**config.mk**
```make
export PLATFORM = sky130hd
export DESIGN_NAME = scan_disk_scheduler
export DESIGN_NICKNAME = d
export VERILOG_FILES = /design/src/hw/rtl/sds_pkg.sv /design/src/hw/rtl/sds_ctrl.sv /design/src/hw/rtl/sds_datapath.sv /design/src/hw/rtl/scan_disk_scheduler.sv
export SDC_FILE = /design/constraint.sdc
export NUM_CORES = 1
export LEC_CHECK = 0
export BUFFER_PORTS_ARGS = -buffer_cell sky130_fd_sc_hd__buf_2
export CORE_MARGIN = 5
export CORE_UTILIZATION = 35
export DETAILED_ROUTE_END_ITERATION = 10
export HOLD_SLACK_MARGIN = 0.02
export SLEW_MARGIN = 20
export SYNTH_ARGS = -nofsm -noshare
export SYNTH_HDL_FRONTEND = slang
export SYNTH_HIERARCHICAL = 1
export SYNTH_SLANG_ARGS = --single-unit
export TNS_END_PERCENT = 30
```
**constraint.sdc**
```tcl
create_clock -name clk -period 7.1 [get_ports clk]
set_input_delay 0.355 -clock clk [delete_from_list [all_inputs] [get_ports clk]]
set_output_delay 0.355 -clock clk [all_outputs]
set_load 0.01 [all_outputs]
```
**src/hw/rtl/sds_pkg.sv**
```systemverilog
// Shared types and constants for the SCAN disk scheduler.
`default_nettype none

package sds_pkg;

  // Opcodes of an input beat
  localparam logic OP_LOAD = 1'b0;
  localparam logic OP_RUN  = 1'b1;

  // Result kinds
  localparam logic [1:0] KIND_MOVE    = 2'd0;
  localparam logic [1:0] KIND_END     = 2'd1;
  localparam logic [1:0] KIND_SUMMARY = 2'd2;

  // Configuration register indexes
  localparam logic REG_START_HEAD = 1'b0;
  localparam logic REG_LAST_CYL   = 1'b1;

  // Input beat
  typedef struct packed {
    logic        op;
    logic [15:0] cylinder;
  } sds_in_t;

  // Result beat
  typedef struct packed {
    logic [1:0]  kind;
    logic [15:0] target;
    logic [15:0] seek;
    logic [16:0] total_seek;
    logic        overflow;
    logic        last;
  } sds_out_t;

  // Controller to datapath commands
  typedef struct packed {
    logic set_ovf;       // drop a load, flag it
    logic ins_start;     // capture cylinder, insert position = count
    logic ins_new;       // write new request at idx, count grows
    logic ins_shift;     // move read entry up to idx, idx steps down
    logic rd_en;         // read the store
    logic rd_prev;       // read at idx-1 instead of idx
    logic run_start;     // head = start_head, total = 0, idx = 0
    logic idx_inc;
    logic idx_dec;
    logic fu_from_idx;   // first entry at or above start found at idx
    logic fu_all_below;  // every entry below start: fu = count, idx = count-1
    logic idx_from_fu;   // idx = fu-1 for the downward sweep
    logic move_req;      // move head to the read entry
    logic move_end;      // move head to the last cylinder if above
    logic summary;       // emit summary, empty the store
  } sds_cmd_t;

  // Datapath status to the controller
  typedef struct packed {
    logic count_zero;
    logic count_full;
    logic idx_zero;
    logic idx_last;
    logic fu_zero;
    logic rdata_lt_start;
    logic rdata_gt_cyl;
  } sds_stat_t;

endpackage

`default_nettype wire

```
**src/hw/rtl/sds_ctrl.sv**
```systemverilog
// Controller state machine for the SCAN disk scheduler.
`default_nettype none

module sds_ctrl (
  input  wire logic              clk,
  input  wire logic              rst,
  input  wire logic              start,
  input  wire logic              op,
  input  wire sds_pkg::sds_stat_t stat,
  output sds_pkg::sds_cmd_t      cmd,
  output logic                   busy
);
  import sds_pkg::*;

  typedef enum logic [10:0] {
    S_IDLE     = 11'b000_0000_0001,
    S_INS_RD   = 11'b000_0000_0010,
    S_INS_CMP  = 11'b000_0000_0100,
    S_SCAN_RD  = 11'b000_0000_1000,
    S_SCAN_CMP = 11'b000_0001_0000,
    S_UP_RD    = 11'b000_0010_0000,
    S_UP_MOVE  = 11'b000_0100_0000,
    S_END_MOVE = 11'b000_1000_0000,
    S_DN_RD    = 11'b001_0000_0000,
    S_DN_MOVE  = 11'b010_0000_0000,
    S_SUM      = 11'b100_0000_0000
  } state_t;

  state_t state, state_next;

  // State register
  always_ff @(posedge clk) begin
    if (rst) begin
      state <= S_IDLE;
    end else begin
      state <= state_next;
    end
  end

  assign busy = (state != S_IDLE);

  // Next state and commands
  always_comb begin
    state_next = state;
    cmd        = '0;
    case (state)
      S_IDLE: begin
        if (start) begin
          if (op == OP_LOAD) begin
            if (stat.count_full) begin
              cmd.set_ovf = 1'b1;
            end else begin
              cmd.ins_start = 1'b1;
              state_next    = S_INS_RD;
            end
          end else begin
            cmd.run_start = 1'b1;
            state_next    = stat.count_zero ? S_SUM : S_SCAN_RD;
          end
        end
      end
      // insertion: walk down from the top, shifting larger entries up
      S_INS_RD: begin
        if (stat.idx_zero) begin
          cmd.ins_new = 1'b1;
          state_next  = S_IDLE;
        end else begin
          cmd.rd_en   = 1'b1;
          cmd.rd_prev = 1'b1;
          state_next  = S_INS_CMP;
        end
      end
      S_INS_CMP: begin
        if (stat.rdata_gt_cyl) begin
          cmd.ins_shift = 1'b1;
          state_next    = S_INS_RD;
        end else begin
          cmd.ins_new = 1'b1;
          state_next  = S_IDLE;
        end
      end
      // search for the first request at or above the start head
      S_SCAN_RD: begin
        cmd.rd_en  = 1'b1;
        state_next = S_SCAN_CMP;
      end
      S_SCAN_CMP: begin
        if (stat.rdata_lt_start) begin
          if (stat.idx_last) begin
            cmd.fu_all_below = 1'b1;
            state_next       = S_DN_RD;
          end else begin
            cmd.idx_inc = 1'b1;
            state_next  = S_SCAN_RD;
          end
        end else begin
          cmd.fu_from_idx = 1'b1;
          state_next      = S_UP_RD;
        end
      end
      // upward sweep
      S_UP_RD: begin
        cmd.rd_en  = 1'b1;
        state_next = S_UP_MOVE;
      end
      S_UP_MOVE: begin
        cmd.move_req = 1'b1;
        if (stat.idx_last) begin
          state_next = stat.fu_zero ? S_SUM : S_END_MOVE;
        end else begin
          cmd.idx_inc = 1'b1;
          state_next  = S_UP_RD;
        end
      end
      S_END_MOVE: begin
        cmd.move_end    = 1'b1;
        cmd.idx_from_fu = 1'b1;
        state_next      = S_DN_RD;
      end
      // downward sweep
      S_DN_RD: begin
        cmd.rd_en  = 1'b1;
        state_next = S_DN_MOVE;
      end
      S_DN_MOVE: begin
        cmd.move_req = 1'b1;
        if (stat.idx_zero) begin
          state_next = S_SUM;
        end else begin
          cmd.idx_dec = 1'b1;
          state_next  = S_DN_RD;
        end
      end
      S_SUM: begin
        cmd.summary = 1'b1;
        state_next  = S_IDLE;
      end
      default: begin
        state_next = S_IDLE;
      end
    endcase
  end

endmodule

`default_nettype wire

```
**src/hw/rtl/sds_datapath.sv**
```systemverilog
// Datapath of the SCAN disk scheduler: request store, head, totals, result register.
`default_nettype none

module sds_datapath #(
  parameter int MAX_REQ = 32
) (
  input  wire logic               clk,
  input  wire logic               rst,
  input  wire sds_pkg::sds_cmd_t  cmd,
  input  wire logic [15:0]        cylinder,
  input  wire logic               cfg_valid,
  input  wire logic               cfg_index,
  input  wire logic [15:0]        cfg_data,
  output sds_pkg::sds_stat_t      stat,
  output sds_pkg::sds_out_t       res,
  output logic                    res_valid
);
  import sds_pkg::*;

  localparam int CW = $clog2(MAX_REQ + 1);
  localparam int AW = (MAX_REQ > 1) ? $clog2(MAX_REQ) : 1;

  logic [15:0]   mem [MAX_REQ];
  logic [15:0]   start_head;
  logic [15:0]   last_cyl;
  logic [CW-1:0] count;
  logic          ovf;
  logic [CW-1:0] idx;
  logic [CW-1:0] fu;
  logic [15:0]   head;
  logic [16:0]   total;
  logic [15:0]   cyl_hold;
  logic [15:0]   rdata;

  logic [CW-1:0] idx_prev;
  logic [AW-1:0] rd_addr;
  logic [AW-1:0] wr_addr;
  logic          wr_en;
  logic [15:0]   wr_data;
  logic [15:0]   dest;
  logic [15:0]   seek;
  logic [16:0]   total_sum;
  logic          move_ok;
  logic          emit;

  // Store addressing
  assign idx_prev = idx - CW'(1);
  assign rd_addr  = cmd.rd_prev ? idx_prev[AW-1:0] : idx[AW-1:0];
  assign wr_addr  = idx[AW-1:0];
  assign wr_en    = cmd.ins_new | cmd.ins_shift;
  assign wr_data  = cmd.ins_shift ? rdata : cyl_hold;

  // Request store, one write and one registered read a cycle
  always_ff @(posedge clk) begin
    if (wr_en) begin
      mem[wr_addr] <= wr_data;
    end
    if (cmd.rd_en) begin
      rdata <= mem[rd_addr];
    end
  end

  // Head move: distance and running total
  assign dest      = cmd.move_end ? last_cyl : rdata;
  assign move_ok   = (cmd.move_req && (dest != head)) ||
                     (cmd.move_end && (last_cyl > head));
  assign seek      = (dest > head) ? (dest - head) : (head - dest);
  assign total_sum = total + {1'b0, seek};
  assign emit      = move_ok | cmd.summary;

  // Status
  assign stat.count_zero     = (count == '0);
  assign stat.count_full     = (count == CW'(MAX_REQ));
  assign stat.idx_zero       = (idx == '0);
  assign stat.idx_last       = ((idx + CW'(1)) == count);
  assign stat.fu_zero        = (fu == '0);
  assign stat.rdata_lt_start = (rdata < start_head);
  assign stat.rdata_gt_cyl   = (rdata > cyl_hold);

  // Control state and configuration registers
  always_ff @(posedge clk) begin
    if (rst) begin
      start_head <= '0;
      last_cyl   <= 16'hFFFF;
      count      <= '0;
      ovf        <= 1'b0;
      res_valid  <= 1'b0;
    end else begin
      res_valid <= emit;
      if (cfg_valid) begin
        if (cfg_index == REG_START_HEAD) begin
          start_head <= cfg_data;
        end else begin
          last_cyl <= cfg_data;
        end
      end
      if (cmd.set_ovf) begin
        ovf <= 1'b1;
      end
      if (cmd.ins_new) begin
        count <= count + CW'(1);
      end
      if (cmd.summary) begin
        count <= '0;
        ovf   <= 1'b0;
      end
    end
  end

  // Walk indexes, head and total
  always_ff @(posedge clk) begin
    if (cmd.ins_start) begin
      cyl_hold <= cylinder;
      idx      <= count;
    end
    if (cmd.ins_shift || cmd.idx_dec) begin
      idx <= idx_prev;
    end
    if (cmd.run_start) begin
      idx   <= '0;
      head  <= start_head;
      total <= '0;
    end
    if (cmd.idx_inc) begin
      idx <= idx + CW'(1);
    end
    if (cmd.fu_from_idx) begin
      fu <= idx;
    end
    if (cmd.fu_all_below) begin
      fu  <= count;
      idx <= count - CW'(1);
    end
    if (cmd.idx_from_fu) begin
      idx <= fu - CW'(1);
    end
    if (move_ok) begin
      head  <= dest;
      total <= total_sum;
    end
  end

  // Result register
  always_ff @(posedge clk) begin
    if (cmd.summary) begin
      res.kind       <= KIND_SUMMARY;
      res.target     <= head;
      res.seek       <= '0;
      res.total_seek <= total;
      res.last       <= 1'b1;
    end else begin
      res.kind       <= cmd.move_end ? KIND_END : KIND_MOVE;
      res.target     <= dest;
      res.seek       <= seek;
      res.total_seek <= total_sum;
      res.last       <= 1'b0;
    end
    res.overflow <= ovf;
  end

endmodule

`default_nettype wire

```
**src/hw/rtl/scan_disk_scheduler.sv**
```systemverilog
// Top level of the SCAN disk scheduler.
//
// Usage:
//  - Command channel: a beat (item) is taken at a clock edge with start high
//    and busy low. op = load inserts item.cylinder into an ascending store of
//    MAX_REQ entries; op = run schedules all stored requests by SCAN.
//  - A load walks down from the top of the store past each stored entry
//    larger than the new one; each step is a store read then a write. A load
//    into a full store only sets the overflow flag.
//  - A run starts, then reads and compares entries in the search (those below
//    the start head and the first at or above it), reads and moves to each
//    entry swept, turns at the disk end after an upward sweep with entries
//    below, and ends with the summary, paced by the single-port store read.
//  - Results: res_valid strobes for one cycle per beat, in the cycle after
//    the step that made it. The receiver cannot stall; the last beat of a run
//    has last set, after which the store and overflow flag are empty.
//  - Configuration: cfg_ready is always high; index 0 is the start head,
//    index 1 the last cylinder. Write only while the block is idle.
//  - Reset (rst, synchronous) empties the store, clears the overflow flag,
//    sets start head to 0 and last cylinder to 65535.
`default_nettype none

module scan_disk_scheduler #(
  parameter int MAX_REQ = 32
) (
  input  wire logic              clk,
  input  wire logic              rst,
  input  wire logic              start,
  input  wire sds_pkg::sds_in_t  item,
  output logic                   busy,
  output sds_pkg::sds_out_t      res,
  output logic                   res_valid,
  input  wire logic              cfg_valid,
  output logic                   cfg_ready,
  input  wire logic              cfg_index,
  input  wire logic [15:0]       cfg_data
);
  import sds_pkg::*;

  sds_cmd_t  cmd;
  sds_stat_t stat;

  assign cfg_ready = 1'b1;

  sds_ctrl u_ctrl (
    .clk   (clk),
    .rst   (rst),
    .start (start),
    .op    (item.op),
    .stat  (stat),
    .cmd   (cmd),
    .busy  (busy)
  );

  sds_datapath #(
    .MAX_REQ (MAX_REQ)
  ) u_dp (
    .clk       (clk),
    .rst       (rst),
    .cmd       (cmd),
    .cylinder  (item.cylinder),
    .cfg_valid (cfg_valid & cfg_ready),
    .cfg_index (cfg_index),
    .cfg_data  (cfg_data),
    .stat      (stat),
    .res       (res),
    .res_valid (res_valid)
  );

endmodule

`default_nettype wire

```
Word level (Yosys, flattened, before mapping)
Memories as Yosys holds them, arrays and structs flattened. A register that Yosys moved wholly into a read port is not among the register bits.
Index checks and enable logic that the tools add are counted.
{ "classes": {"n_div": 0, "n_mul": 0, "eq_ne": 17, "mux": 61, "bitwise_logic": 3, "add_sub_neg": 8, "order_cmp": 4, "n_reduce_logical": 16, "n_shift": 0} }
{ "ops": {"columns": ["op", "n"], "rows": [
  ["case mux 11 bit (10 select lines)", 1],
  ["2-to-1 mux 11 bit", 8],
  ["2-to-1 mux 16 bit", 5],
  ["2-to-1 mux 49 bit", 1],
  ["> comparator 16 bit", 3],
  ["2-to-1 mux 6 bit", 8],
  ["2-to-1 mux 17 bit", 2],
  ["subtractor 16 bit", 2],
  ["2-to-1 mux 1 bit", 24],
  ["zero test 6 bit", 3],
  ["subtractor 6 x 1 -> 6 bit, second input constant", 3],
  ["adder 17 x 16 -> 17 bit", 1],
  ["less-than comparator 16 bit", 1],
  ["!= test 16 bit", 1],
  ["adder 6 x 1 -> 6 bit, second input constant", 2],
  ["2-to-1 mux 2 bit", 6],
  ["== test 11 x 1 -> 1 bit, second input constant", 1],
  ["== test 11 x 10 -> 1 bit, second input constant", 1],
  ["== test 11 bit, second input constant", 1],
  ["== test 11 x 2 -> 1 bit, second input constant", 1],
  ["== test 11 x 3 -> 1 bit, second input constant", 1],
  ["== test 11 x 4 -> 1 bit, second input constant", 1],
  ["== test 11 x 5 -> 1 bit, second input constant", 1],
  ["== test 11 x 6 -> 1 bit, second input constant", 1],
  ["21 further kinds", 30]
]} }
{ "totals": {"regBits": 165, "memories": 1, "rom_bits": 0, "out_inout_bits": 56, "latchBits": 0, "wordCells": 127, "in_bits": 38, "mem_bits_rw": 512} }
{ "mem_list": {"columns": ["name", "depth", "word_bits", "rd", "rd_clocked_by_memory_dff", "wr", "line_no", "text"], "rows": [
  ["u_dp.mem", 32, 16, 1, 1, 1, "sds_datapath.sv:23", "logic [15:0] mem [MAX_REQ];"]
]} }

Depth between registers and ports, before layout
Gate-level depths: netlist of the first run.
{ "logic_depth": {"depth_word": 11, "ltp_mapped": 30, "mapped_depth_nobuf": 24} }

Modules after synthesis
The synthesis of the first run kept the hierarchy.
{ "modules_own_cells": {"columns": ["mod", "seq_area_each_um2", "cells_per_inst", "instances", "area_each_um2"], "rows": [
  ["sds_datapath", 19548.7, 1860, 1, 29692.2],
  ["sds_ctrl", 220.2, 118, 1, 882.1],
  ["scan_disk_scheduler", 0.0, 2, 1, 11.3]
]} }

Worst setup path after synthesis of the first run
No wires, ideal clock.
{ "synth_timing": {"path_type": "register to register", "start": "register u_ctrl.state[3]", "end": "register u_dp.total[15], data pin", "setup_ps": 266, "t_required_ps": 6834, "arrival_ps": 5545, "stages_incl_launch_ff": 26, "path_buffers": 6, "slack_ps": 1289, "period_less_slack_ps": 5811, "cell_sequence": "dfxtp_1 buf_6 or3_4 nor3_4 and3_1 clkbuf_1 clkbuf_1 mux2_2 ha_1 clkbuf_1 nand4_1 nor3_1 o21ai_0 a21boi_1 buf_2 buf_4 mux2i_1 inv_1 ha_1 a21o_1 a21oi_1 o211ai_1 a41oi_1 o21ai_0 xnor2_1 nor2_1"} }
{ "synth_rtl": {"columns": ["item", "line_no", "text"], "rows": [
  ["from (decl)", "sds_ctrl.sv:29", "state_t state, state_next;"],
  ["from (signal assigned)", "sds_ctrl.sv:36", "state <= state_next;"],
  ["to (signal assigned)", "sds_datapath.sv:139", "total <= total_sum;"],
  ["to (decl)", "sds_datapath.sv:31", "logic [16:0] total;"]
]} }

==> results.py, run 1 <==
metrics = {
    "pwr": {
        "power_leakage_nw": 12.42,
        "ir_worst_vdd_uv": 216.6,
        "power.density_nw_per_um2": 278.3,
        "switchingPower_mw": 2.434,
        "power_frac_seq_pct": 46.8,
        "power.share.clock_pct": 39.2,
        "switching_share_pct": 24.63,
        "internal-power_mw": 7.449,
        "combPwrFrac_pct": 14.0,
    },
    "global_routing": {
        "met1_usage_pct": 21.42,
        "grt_overflow": 0,
        "grt_max_degree": 105,
        "grt.total_usage_pct": 15.68,
        "grt_util_met3_pct": 2.749,
        "grt_antenna_before_repair": 0,
        "grt_pass1_wl_mm": 112.8,
        "top_usage_layer": "met2",
        "grt_pass1_vias": 18250,
        "use_met2_pct": 26.15,
    },
    "sta": {
        "finalSetupViolations": 0,
        "timing.final.max_slew_violations": 0,
        "slew_headroom_pct": 37.80,
        "finalCriticalPeriod_ps": 6333,
        "finalSetupTns_ps": 0,
        "rsz0062_at_grt": "no",
        "fin_crit_sh_pct": 89.20,
        "worst_pin_slew_ps": 933.0,
        "max_freq_ghz": 0.1579,
        "fin_skew_ps": 37.63,
        "hold_viol_final": 0,
        "fin_ws_ps": 766.8,
    },
    "setup_path": {
        "r2r_slack_ps": 770,
        "startpoint_type": "flip-flop",
        "worst_path_most_repeated_cell": "ha_1",
        "critical_path_class": "flip-flop to flip-flop",
        "cp.required_ps": 7430,
        "slowest_stage": "and3_1",
        "cp_num_cells": 19,
        "critPathBufInv": 1,
        "cp.arrival_ps": 6660,
        "path_max_fanout": 15,
        "reg2regPathDepth": 19,
        "slowest_delay_ps": 670,
        "critical_path.top_delay_family": "simple AND/OR/NAND/NOR gates",
        "crit_chain": "or3_4 -> nor3_4 -> and3_1 -> mux2_2 -> ha_1 -> nand4_1 -> nor3_1 -> o21ai_0 -> a21boi_2 -> mux2i_1 -> inv_1 -> ha_1 -> a21o_1 -> a21oi_1 -> o211ai_1 -> nand2_1 -> o311ai_0 -> xnor2_1 -> nor2_1",
        "r2r_end": "u_dp/total[13]",
        "crit_path_end_kind": "flip-flop",
        "r2r-start": "u_ctrl/state[3]",
    },
    "logic_synthesis": {
        "synthesis.nets": 2125,
        "synthFlopType": "edfxtp_1",
        "ys_top_cells_by_area": "edfxtp_1, mux4_2, dfxtp_1, ha_1, nor2_1",
        "synth_cells": 1980,
        "synthArstFlopShare_pct": 0,
        "seq_area_frac_synth_pct": 64.63,
        "syn_avg_cell_area_sq_um": 15.45,
        "synth_cell_types": 70,
        "synth-edff-count": 589,
        "synth_commonest_cells": "edfxtp_1, mux4_2, nor2_1",
        "yosysTopAreaCellShare_pct": 57.83,
        "synth.most_common_cell": "edfxtp_1",
        "synth_seq_cells": 693,
        "synth_area_sq_um": 30590,
        "yosys.area.top_type": "edfxtp_1",
        "yosysWarnings": 6,
    },
    "hold_path": {
        "holdPathStages": 3,
        "hold_end": "u_ctrl/state[10]",
        "worstHoldStart": "item[16]",
        "hold_path.class": "input port to flip-flop",
    },
    "outcome": {
        "status": "completed",
    },
    "clock_network": {
        "clk_latency_ps": 620,
        "tritoncts": "yes",
        "cts.clk_slew.worst_paths_ps": 60,
        "cts.sinks": 693,
        "cts_inserted_buffers": 74,
        "cts-htree-levels": 3,
        "clockRootBuffer": "clkbuf_16",
        "post_cts_buffers": 0,
        "cts_resized": 0,
        "clockBufferDepth": 3,
        "ctsHoldBuffers": 30,
    },
    "finish": {
        "nFillCells": 7847,
        "n_antenna_cell": 0,
        "area_delta_synth_final_pct": 16.09,
        "post-route-util_pct": 40.93,
        "fin_area_sq_um": 35510,
        "stdcell_count": 3341,
        "drive_above_1_share_pct": 22.92,
        "nets": 2271,
    },
    "floorplan": {
        "design.core.area_sq_um": 86750,
        "start_util_pct": 35.26,
        "die_area_sq_um": 93400,
        "die_h_um": 305.6,
        "rows": 108,
        "io_pins": 94,
        "die_w_um": 305.6,
    },
    "route": {
        "post_drt_via_cell_ratio": 5.264,
        "vias": 17590,
        "finalWirelength_mm": 74.67,
        "drt_first_iter_violations": 1723,
        "dr.pass1.iters": 6,
        "wl_per_cell_um": 22.35,
        "drc": 0,
        "detail-route-antenna-nets": 0,
    },
    "place": {
        "port_buffers": 92,
        "dp.cells": 3175,
        "hpwl_mm": 47.86,
        "place_ws_ps": 779.4,
        "gp_congestion": 0.8790,
        "placed_cell_area_sq_um": 32620,
    },
    "job": {
        "drv_cap": 0,
    },
}
## cell families (layout without fill, tap and decap cells)
group	after synthesis	in the layout	synth area share, %
AOI/OAI and AO/OA	300	300	6.128
and+or+nand+nor	399	399	6.320
adders and majority gates	107	107	4.451
other	1	1	0.01226
muxes	230	230	14.25
buffers and inverters	193	399	2.573
xor gates and xnor gates	57	57	1.632
DFF	693	693	64.63
## final cells by class
type                       instances  area [sq um]  share of cell area [%]
inverter                          88         330.3                  0.9303
sequential                       693         19770                   55.68
multi-input combinational       1094         10290                   28.99
clock buffer                      94          1999                   5.631
timing repair buffer             175          1191                   3.355
tap                             1155          1445                   4.070
clock inverter                    42         479.2                   1.350
## routing by layer
layer,routed length (um),up-vias
met3,4136,121
met1,32620,8988
li1,-,7916
met2,35910,561
met4,1994,0
met5,0,-
## power groups by stage
stage | Sequential [mW] | Clock [mW] | Combinational, mW
floorplan | 4.72 | 0 | 0.928
global placement | 4.71 | 0 | 1.35
detailed placement | 4.71 | 0 | 1.38
CTS | 4.63 | 3.98 | 1.40
global route | 4.63 | 4.14 | 1.51
finish | 4.62 | 3.87 | 1.39
## worst min-delay path, cell delays in order
cell and delay, ps:
buf_2 130, nand3_1 70, a21oi_1 60
## worst max-delay path by stage
stage / startpoint / slack [ps] / endpoint
6_report: u_ctrl/state[3] / 770 / u_dp/total[13]
5_1_grt: u_ctrl/state[3] / 300 / u_dp/total[13]
4_1_cts: u_ctrl/state[3] / 790 / u_dp/total[14]
3_5_place_dp: u_ctrl/state[3] / 780 / u_dp/total[14]
3_3_place_gp: u_ctrl/state[3] / 900 / u_dp/total[16]
2_1_floorplan: u_ctrl/state[3] / 1290 / u_dp/total[15]
## cell usage in the layout (no fill, tap or decap), types with 8 or more instances in the layout
master	netlist	routed
dlygate4sd3_1	0	30
clkbuf_1	63	15
clkbuf_16	0	76
a211oi_1	10	10
nand4_1	19	19
clkinv_1	0	14
edfxtp_1	589	589
nand2_1	109	109
mux4_2	160	160
o21ai_0	77	62
mux2i_1	27	27
a21oi_1	95	94
or3_1	8	8
buf_4	6	51
a21o_1	33	33
clkinv_2	0	13
a211o_1	19	19
nor2_1	130	128
nand3_1	15	15
xnor2_1	28	27
and2_1	13	13
xor2_1	29	26
dfxtp_1	104	104
and3_1	22	22
mux2_2	43	43
nor3_1	18	17
a31oi_1	8	8
buf_2	26	92
o21a_1	11	11
nand2b_1	12	12
o21ai_4	0	15
inv_1	87	87
ha_1	104	104
nor2b_1	17	17
## metrics by stage
| step | total power [mW] | hold WS (ps) |
|---|---|---|
| after floorplan | 5.652 | 331.4 |
| after global placement | 6.062 | 346.6 |
| after detailed placement | 6.090 | 342.2 |
| after CTS | 10.00 | 26.50 |
| after global routing | 10.28 | 57.81 |
| final | 9.883 | 69.01 |
## state kept, by name (all words and copies together), names as in the netlist
name	cells
u_dp/mem	512
u_dp/res_valid	1
u_dp/rdata	16
u_dp/count	6
u_dp/total	17
u_ctrl/state	11
u_dp/last_cyl	16
u_dp/ovf	1
u_dp/start_head	16
u_dp/idx	6
u_dp/fu	6
u_dp/res	53
u_dp/head	16
u_dp/cyl_hold	16
Note: power is estimated with default switching activity, not from simulation.
==> run 2, diff against run 1 <==
--- a/config.mk
+++ b/config.mk
@@ -6,8 +6,10 @@
 export NUM_CORES = 1
 export LEC_CHECK = 0
 export BUFFER_PORTS_ARGS = -buffer_cell sky130_fd_sc_hd__buf_2
+export CAP_MARGIN = 20
 export CORE_MARGIN = 5
 export CORE_UTILIZATION = 35
+export CTS_BUF_LIST = sky130_fd_sc_hd__clkbuf_8
 export DETAILED_ROUTE_END_ITERATION = 10
 export HOLD_SLACK_MARGIN = 0.02
 export SLEW_MARGIN = 20
==> results.py, run 2 (synthesized netlist as in run 1, its figures left out) <==
metrics = {
    "sta": {
        "rsz0062_at_grt": "no",
        "finalSetupTns_ps": 0,
        "fin_skew_ps": 34.95,
        "fin_hold_ws_ps": 108.3,
        "max_freq_ghz": 0.1573,
        "worst_pin_slew_ps": 966.4,
        "fin_crit_sh_pct": 89.52,
        "hold_viol_final": 0,
        "finalCriticalPeriod_ps": 6356,
        "finalSetupViolations": 0,
        "timing.final.max_slew_violations": 0,
        "slew_headroom_pct": 35.57,
        "fin_ws_ps": 744.0,
    },
    "pwr": {
        "internal-power_mw": 6.844,
        "ir_worst_vdd_uv": 217.7,
        "power_frac_seq_pct": 50.0,
        "power.density_nw_per_um2": 262.8,
        "combPwrFrac_pct": 14.9,
        "switching_share_pct": 26.03,
        "switchingPower_mw": 2.409,
        "power_leakage_nw": 12.48,
        "power.share.clock_pct": 35.1,
    },
    "route": {
        "wl_per_cell_um": 21.87,
        "finalWirelength_mm": 74.89,
        "drc": 0,
        "post_drt_via_cell_ratio": 5.226,
        "dr.pass1.iters": 6,
        "vias": 17890,
        "detail-route-antenna-nets": 0,
        "drt_first_iter_violations": 1649,
    },
    "finish": {
        "mostFrequentLayoutCells": "edfxtp_1, mux4_2, inv_1",
        "multi_input_area_sq_um": 10290,
        "nFillCells": 7945,
        "nets": 2314,
        "area_delta_synth_final_pct": 15.12,
        "drive_above_1_share_pct": 23.31,
        "reg.largest.list": "u_dp/mem: 512 flops, u_dp/res: 53 flops, u_dp/total: 17 flops",
        "largest_register_ffs": 512,
        "largest-register": "u_dp/mem",
        "regArea_sq_um": 19770,
        "stdcell_count": 3424,
        "final_common_cell": "edfxtp_1",
        "n_antenna_cell": 0,
        "post-route-util_pct": 40.59,
    },
    "place": {
        "port_buffers": 92,
        "place_ws_ps": 761.0,
        "hpwl_mm": 47.85,
        "dp.cells": 3176,
        "gp_congestion": 0.8790,
    },
    "clock_network": {
        "cts_resized": 0,
        "clockBufferDepth": 3,
        "cts.clk_slew.worst_paths_ps": 60,
        "cts.sinks": 693,
        "post_cts_buffers": 0,
        "tritoncts": "yes",
        "clk_latency_ps": 740,
        "clockRootBuffer": "clkbuf_8",
        "cts-htree-levels": 3,
        "cts_inserted_buffers": 113,
    },
    "setup_path": {
        "r2r_end": "u_dp/total[13]",
        "r2r_slack_ps": 740,
        "crit_path_end_kind": "flip-flop",
        "critical_path_class": "flip-flop to flip-flop",
        "crit_path_end": "u_dp/total[13]",
        "cp.required_ps": 7540,
        "crit_start": "u_ctrl/state[3]",
        "reg2regPathDepth": 19,
        "path_max_fanout": 15,
        "cp.arrival_ps": 6800,
        "r2r-start": "u_ctrl/state[3]",
        "startpoint_type": "flip-flop",
    },
    "global_routing": {
        "grt_antenna_before_repair": 1,
        "grt_pass1_vias": 18480,
        "grt.total_usage_pct": 15.68,
        "grt_pass1_wl_mm": 112.8,
        "grt_overflow": 0,
        "grt_max_degree": 105,
    },
    "hold_path": {
        "hold_path.class": "input port to flip-flop",
    },
    "outcome": {
        "status": "completed",
    },
    "job": {
        "drv_cap": 0,
    },
    "floorplan": {
        "start_util_pct": 35.26,
        "rows": 108,
        "design.core.area_sq_um": 86750,
        "io_pins": 94,
        "die_area_sq_um": 93400,
        "die_h_um": 305.6,
        "die_w_um": 305.6,
    },
}
-- run 2: worst min-delay path by stage --
stage	startpoint	to	slack, ps	depth (start not counted)
2_1_floorplan	u_dp/ovf	u_dp/res[1]	330	0
3_3_place_gp	u_dp/ovf	u_dp/res[1]	350	0
3_5_place_dp	u_dp/ovf	u_dp/res[1]	350	0
4_1_cts	start	u_dp/ovf	40	5
5_1_grt	start	u_dp/ovf	100	5
6_report	start	u_dp/ovf	110	5
-- run 2: final cells by class --
class / count / share of cell area [%]
Sequential cell: 693 / 56.15
Clock buffer: 115 / 4.495
Inverter: 88 / 0.9382
Timing Repair Buffer: 179 / 3.511
Tap cell: 1155 / 4.104
Multi-Input combinational cell: 1094 / 29.21
Clock inverter: 100 / 1.588
-- run 2: worst max-delay path, stage by stage (launching register included) --
cell	delay (ps)
dfxtp_1	400
or3_4	450
nor3_4	180
and3_1	650
mux2_2	440
ha_1	400
a21oi_1	270
o21ai_0	160
a311oi_1	640
a21boi_2	270
mux2i_1	380
inv_1	90
ha_1	290
a21o_1	110
a21oi_1	100
o211ai_1	340
nand2_1	160
o311ai_0	480
xnor2_1	190
nor2_1	60
-- run 2: layer usage --
layer / GRT usage, % / up-vias / routed length [um]
met5: 0 / - / 0
met2: 26.25 / 613 / 35850
met4: 4.794 / 0 / 2075
met3: 2.887 / 137 / 4231
met1: 21.00 / 9113 / 32730
li1: - / 8030 / -
-- run 2: timing repair --
action,in CTS,in global routing
hold buffers,33,0
endpoints found under the setup margin,0,0
hold endpoints to repair,49,0
-- run 2: power by group through the flow --
stage                     clock (mW)  combinational [mW]  sequential (mW)
after global routing            3.53                1.50             4.64
after global placement             0                1.35             4.71
final                           3.24                1.38             4.63
after detailed placement           0                1.37             4.71
after floorplan                    0               0.928             4.72
after CTS                       3.34                1.39             4.63
-- run 2: per-stage QoR --
step           instance area, sq um  total power, mW
2_1_floorplan                 30590            5.652
3_3_place_gp                  32590            6.062
3_5_place_dp                  32640            6.090
4_1_cts                       35110            9.369
5_1_grt                       35210            9.669
6_report                      35210            9.253
==> run 3, diff against run 2 <==
==> constraint.sdc (replaced) <==
create_clock -name clk -period 6.85 [get_ports clk]
set_input_delay 0.3425 -clock clk [delete_from_list [all_inputs] [get_ports clk]]
set_output_delay 0.3425 -clock clk [all_outputs]
set_load 0.01 [all_outputs]
==> results.py, run 3 (synthesized netlist as in run 1, its figures left out) <==
metrics = {
    "setup_path": {
        "reg2regPathDepth": 20,
        "crit_chain": "or3_4 -> nor3_4 -> and3_1 -> buf_4 -> mux2_2 -> ha_1 -> nand2_1 -> nor3_1 -> o21ai_0 -> a21boi_2 -> mux2i_1 -> inv_1 -> ha_1 -> a21o_1 -> a21oi_1 -> o211ai_1 -> a41oi_1 -> o21ai_0 -> xnor2_1 -> nor2_1",
        "path_max_fanout": 18,
        "r2r_slack_ps": 600,
        "slowest_stage": "a21boi_2",
        "r2r_end": "u_dp/total[15]",
        "slowest_delay_ps": 520,
        "critical_path_class": "flip-flop to flip-flop",
        "cp.arrival_ps": 6700,
        "r2r-start": "u_ctrl/state[3]",
        "cp.required_ps": 7300,
        "startpoint_type": "flip-flop",
        "crit_path_end_kind": "flip-flop",
    },
    "route": {
        "finalWirelength_mm": 76.32,
        "wl_per_cell_um": 22.33,
        "post_drt_via_cell_ratio": 5.233,
        "detail-route-antenna-nets": 0,
        "dr.pass1.iters": 6,
        "drt_first_iter_violations": 1583,
        "drc": 0,
        "vias": 17880,
    },
    "pwr": {
        "power.density_nw_per_um2": 274.8,
        "power_leakage_nw": 12.48,
        "power_frac_seq_pct": 49.4,
        "switchingPower_mw": 2.518,
        "internal-power_mw": 7.192,
        "switching_share_pct": 25.93,
        "combPwrFrac_pct": 15.0,
        "ir_worst_vdd_uv": 173.0,
        "power.share.clock_pct": 35.6,
    },
    "sta": {
        "finalCriticalPeriod_ps": 6247,
        "worst_pin_slew_ps": 1011,
        "hold_viol_final": 0,
        "timing.final.max_slew_violations": 0,
        "fin_skew_ps": 58.08,
        "finalSetupTns_ps": 0,
        "rsz0062_at_grt": "no",
        "finalSetupViolations": 0,
        "fin_crit_sh_pct": 91.19,
        "slew_headroom_pct": 32.47,
        "max_freq_ghz": 0.1601,
    },
    "clock_network": {
        "cts.clk_slew.worst_paths_ps": 60,
        "post_cts_buffers": 0,
        "clockBufferDepth": 3,
        "ctsHoldBuffers": 33,
        "cts_inserted_buffers": 110,
        "clockRootBuffer": "clkbuf_8",
        "clk_latency_ps": 750,
        "tritoncts": "yes",
        "cts.sinks": 693,
        "cts-htree-levels": 3,
        "cts_resized": 0,
    },
    "finish": {
        "mostFrequentLayoutCells": "edfxtp_1, mux4_2, nor2_1",
        "reg.largest.list": "u_dp/mem: 512 flops, u_dp/res: 53 flops, u_dp/total: 17 flops",
        "post-route-util_pct": 40.73,
        "largest-register": "u_dp/mem",
        "final_common_cell": "edfxtp_1",
        "area_delta_synth_final_pct": 15.54,
        "nets": 2315,
        "largest_register_ffs": 512,
        "drive_above_1_share_pct": 23.75,
    },
    "job": {
        "drv_cap": 0,
    },
    "global_routing": {
        "grt_overflow": 0,
        "grt_pass1_wl_mm": 114.8,
        "grt_antenna_before_repair": 2,
        "grt_pass1_vias": 18330,
        "grt_max_degree": 129,
        "grt.total_usage_pct": 16.00,
    },
    "place": {
        "hpwl_mm": 48.00,
        "gp_congestion": 0.8659,
        "port_buffers": 92,
    },
    "outcome": {
        "status": "completed",
    },
    "floorplan": {
        "die_w_um": 305.6,
        "rows": 108,
        "die_area_sq_um": 93400,
        "die_h_um": 305.6,
        "io_pins": 94,
        "start_util_pct": 35.26,
        "design.core.area_sq_um": 86750,
    },
    "hold_path": {
        "worstHoldStart": "start",
        "hold_end": "u_dp/ovf",
        "hold_path.class": "input port to flip-flop",
        "holdPathStages": 5,
    },
}
==> run 3: changes by cell type in the layout (fill, tap and decap cells not counted), moves of 2 or more <==
cell and change:
clkinv_2 +2, inv_1 -16, bufinv_16 +2, buf_12 +5
==> run 3: stage by stage <==
step	worst slack [ps]	total power [mW]	area (sq um)	hold slack, ps	std cells
after detailed placement	650.6	6.334	32730	345.7	3180
after CTS	637.3	9.834	35220	45.03	3416
after floorplan	1039	5.858	30590	331.4	1980
after global placement	784.7	6.305	32690	348.4	3179
after global routing	110.4	10.15	35340	141.6	3416
final	603.4	9.710	35340	86.29	3417
==> run 3: layout make-up <==
type	instances	area, sq um
sequential	693	19770
clock buffer	116	1597
timing repair buffer	183	1321
tap	1155	1445
inverter	88	330.3
clock inverter	87	568.0
multi-input combinational	1094	10300
antenna	1	2.502
fill	7916	51420
==> run 3: worst max-delay path by stage <==
stage,end,depth (start not counted),start,slack (ps)
6_report,u_dp/total[15],20,u_ctrl/state[3],600
5_1_grt,u_dp/total[16],21,u_ctrl/state[3],110
4_1_cts,u_dp/total[15],20,u_ctrl/state[3],640
3_5_place_dp,u_dp/total[16],21,u_ctrl/state[3],650
3_3_place_gp,u_dp/total[15],20,u_ctrl/state[3],780
2_1_floorplan,u_dp/total[15],25,u_ctrl/state[3],1040
==> run 3: per-layer routing <==
layer	global-route usage [%]	wire length, um	share of wire (%)	vias up
met5	0	0	0	-
met4	3.991	1622	2.1	0
met3	2.755	4376	5.7	117
met2	26.84	37220	49	545
met1	21.90	33100	43	9191
li1	-	-	-	8027
==> run 3: power groups by stage <==
stage / combinational, mW / sequential [mW] / clock (mW)
6_report: 1.46 / 4.79 / 3.46
5_1_grt: 1.59 / 4.80 / 3.75
4_1_cts: 1.47 / 4.80 / 3.57
3_5_place_dp: 1.45 / 4.89 / 0
3_3_place_gp: 1.42 / 4.88 / 0
2_1_floorplan: 0.962 / 4.90 / 0
==> run 3: worst max-delay path: cells and delay by family, from the launching register on <==
kind / cells / cell delay [ps]
XOR/XNOR: 1 / 190
multiplexers: 2 / 810
adder cells (fa/ha/maj): 2 / 750
flip-flops: 1 / 410
AND/OR/NAND/NOR: 6 / 1530
buffers and inverters: 2 / 360
AO/OA/AOI/OAI: 7 / 1940
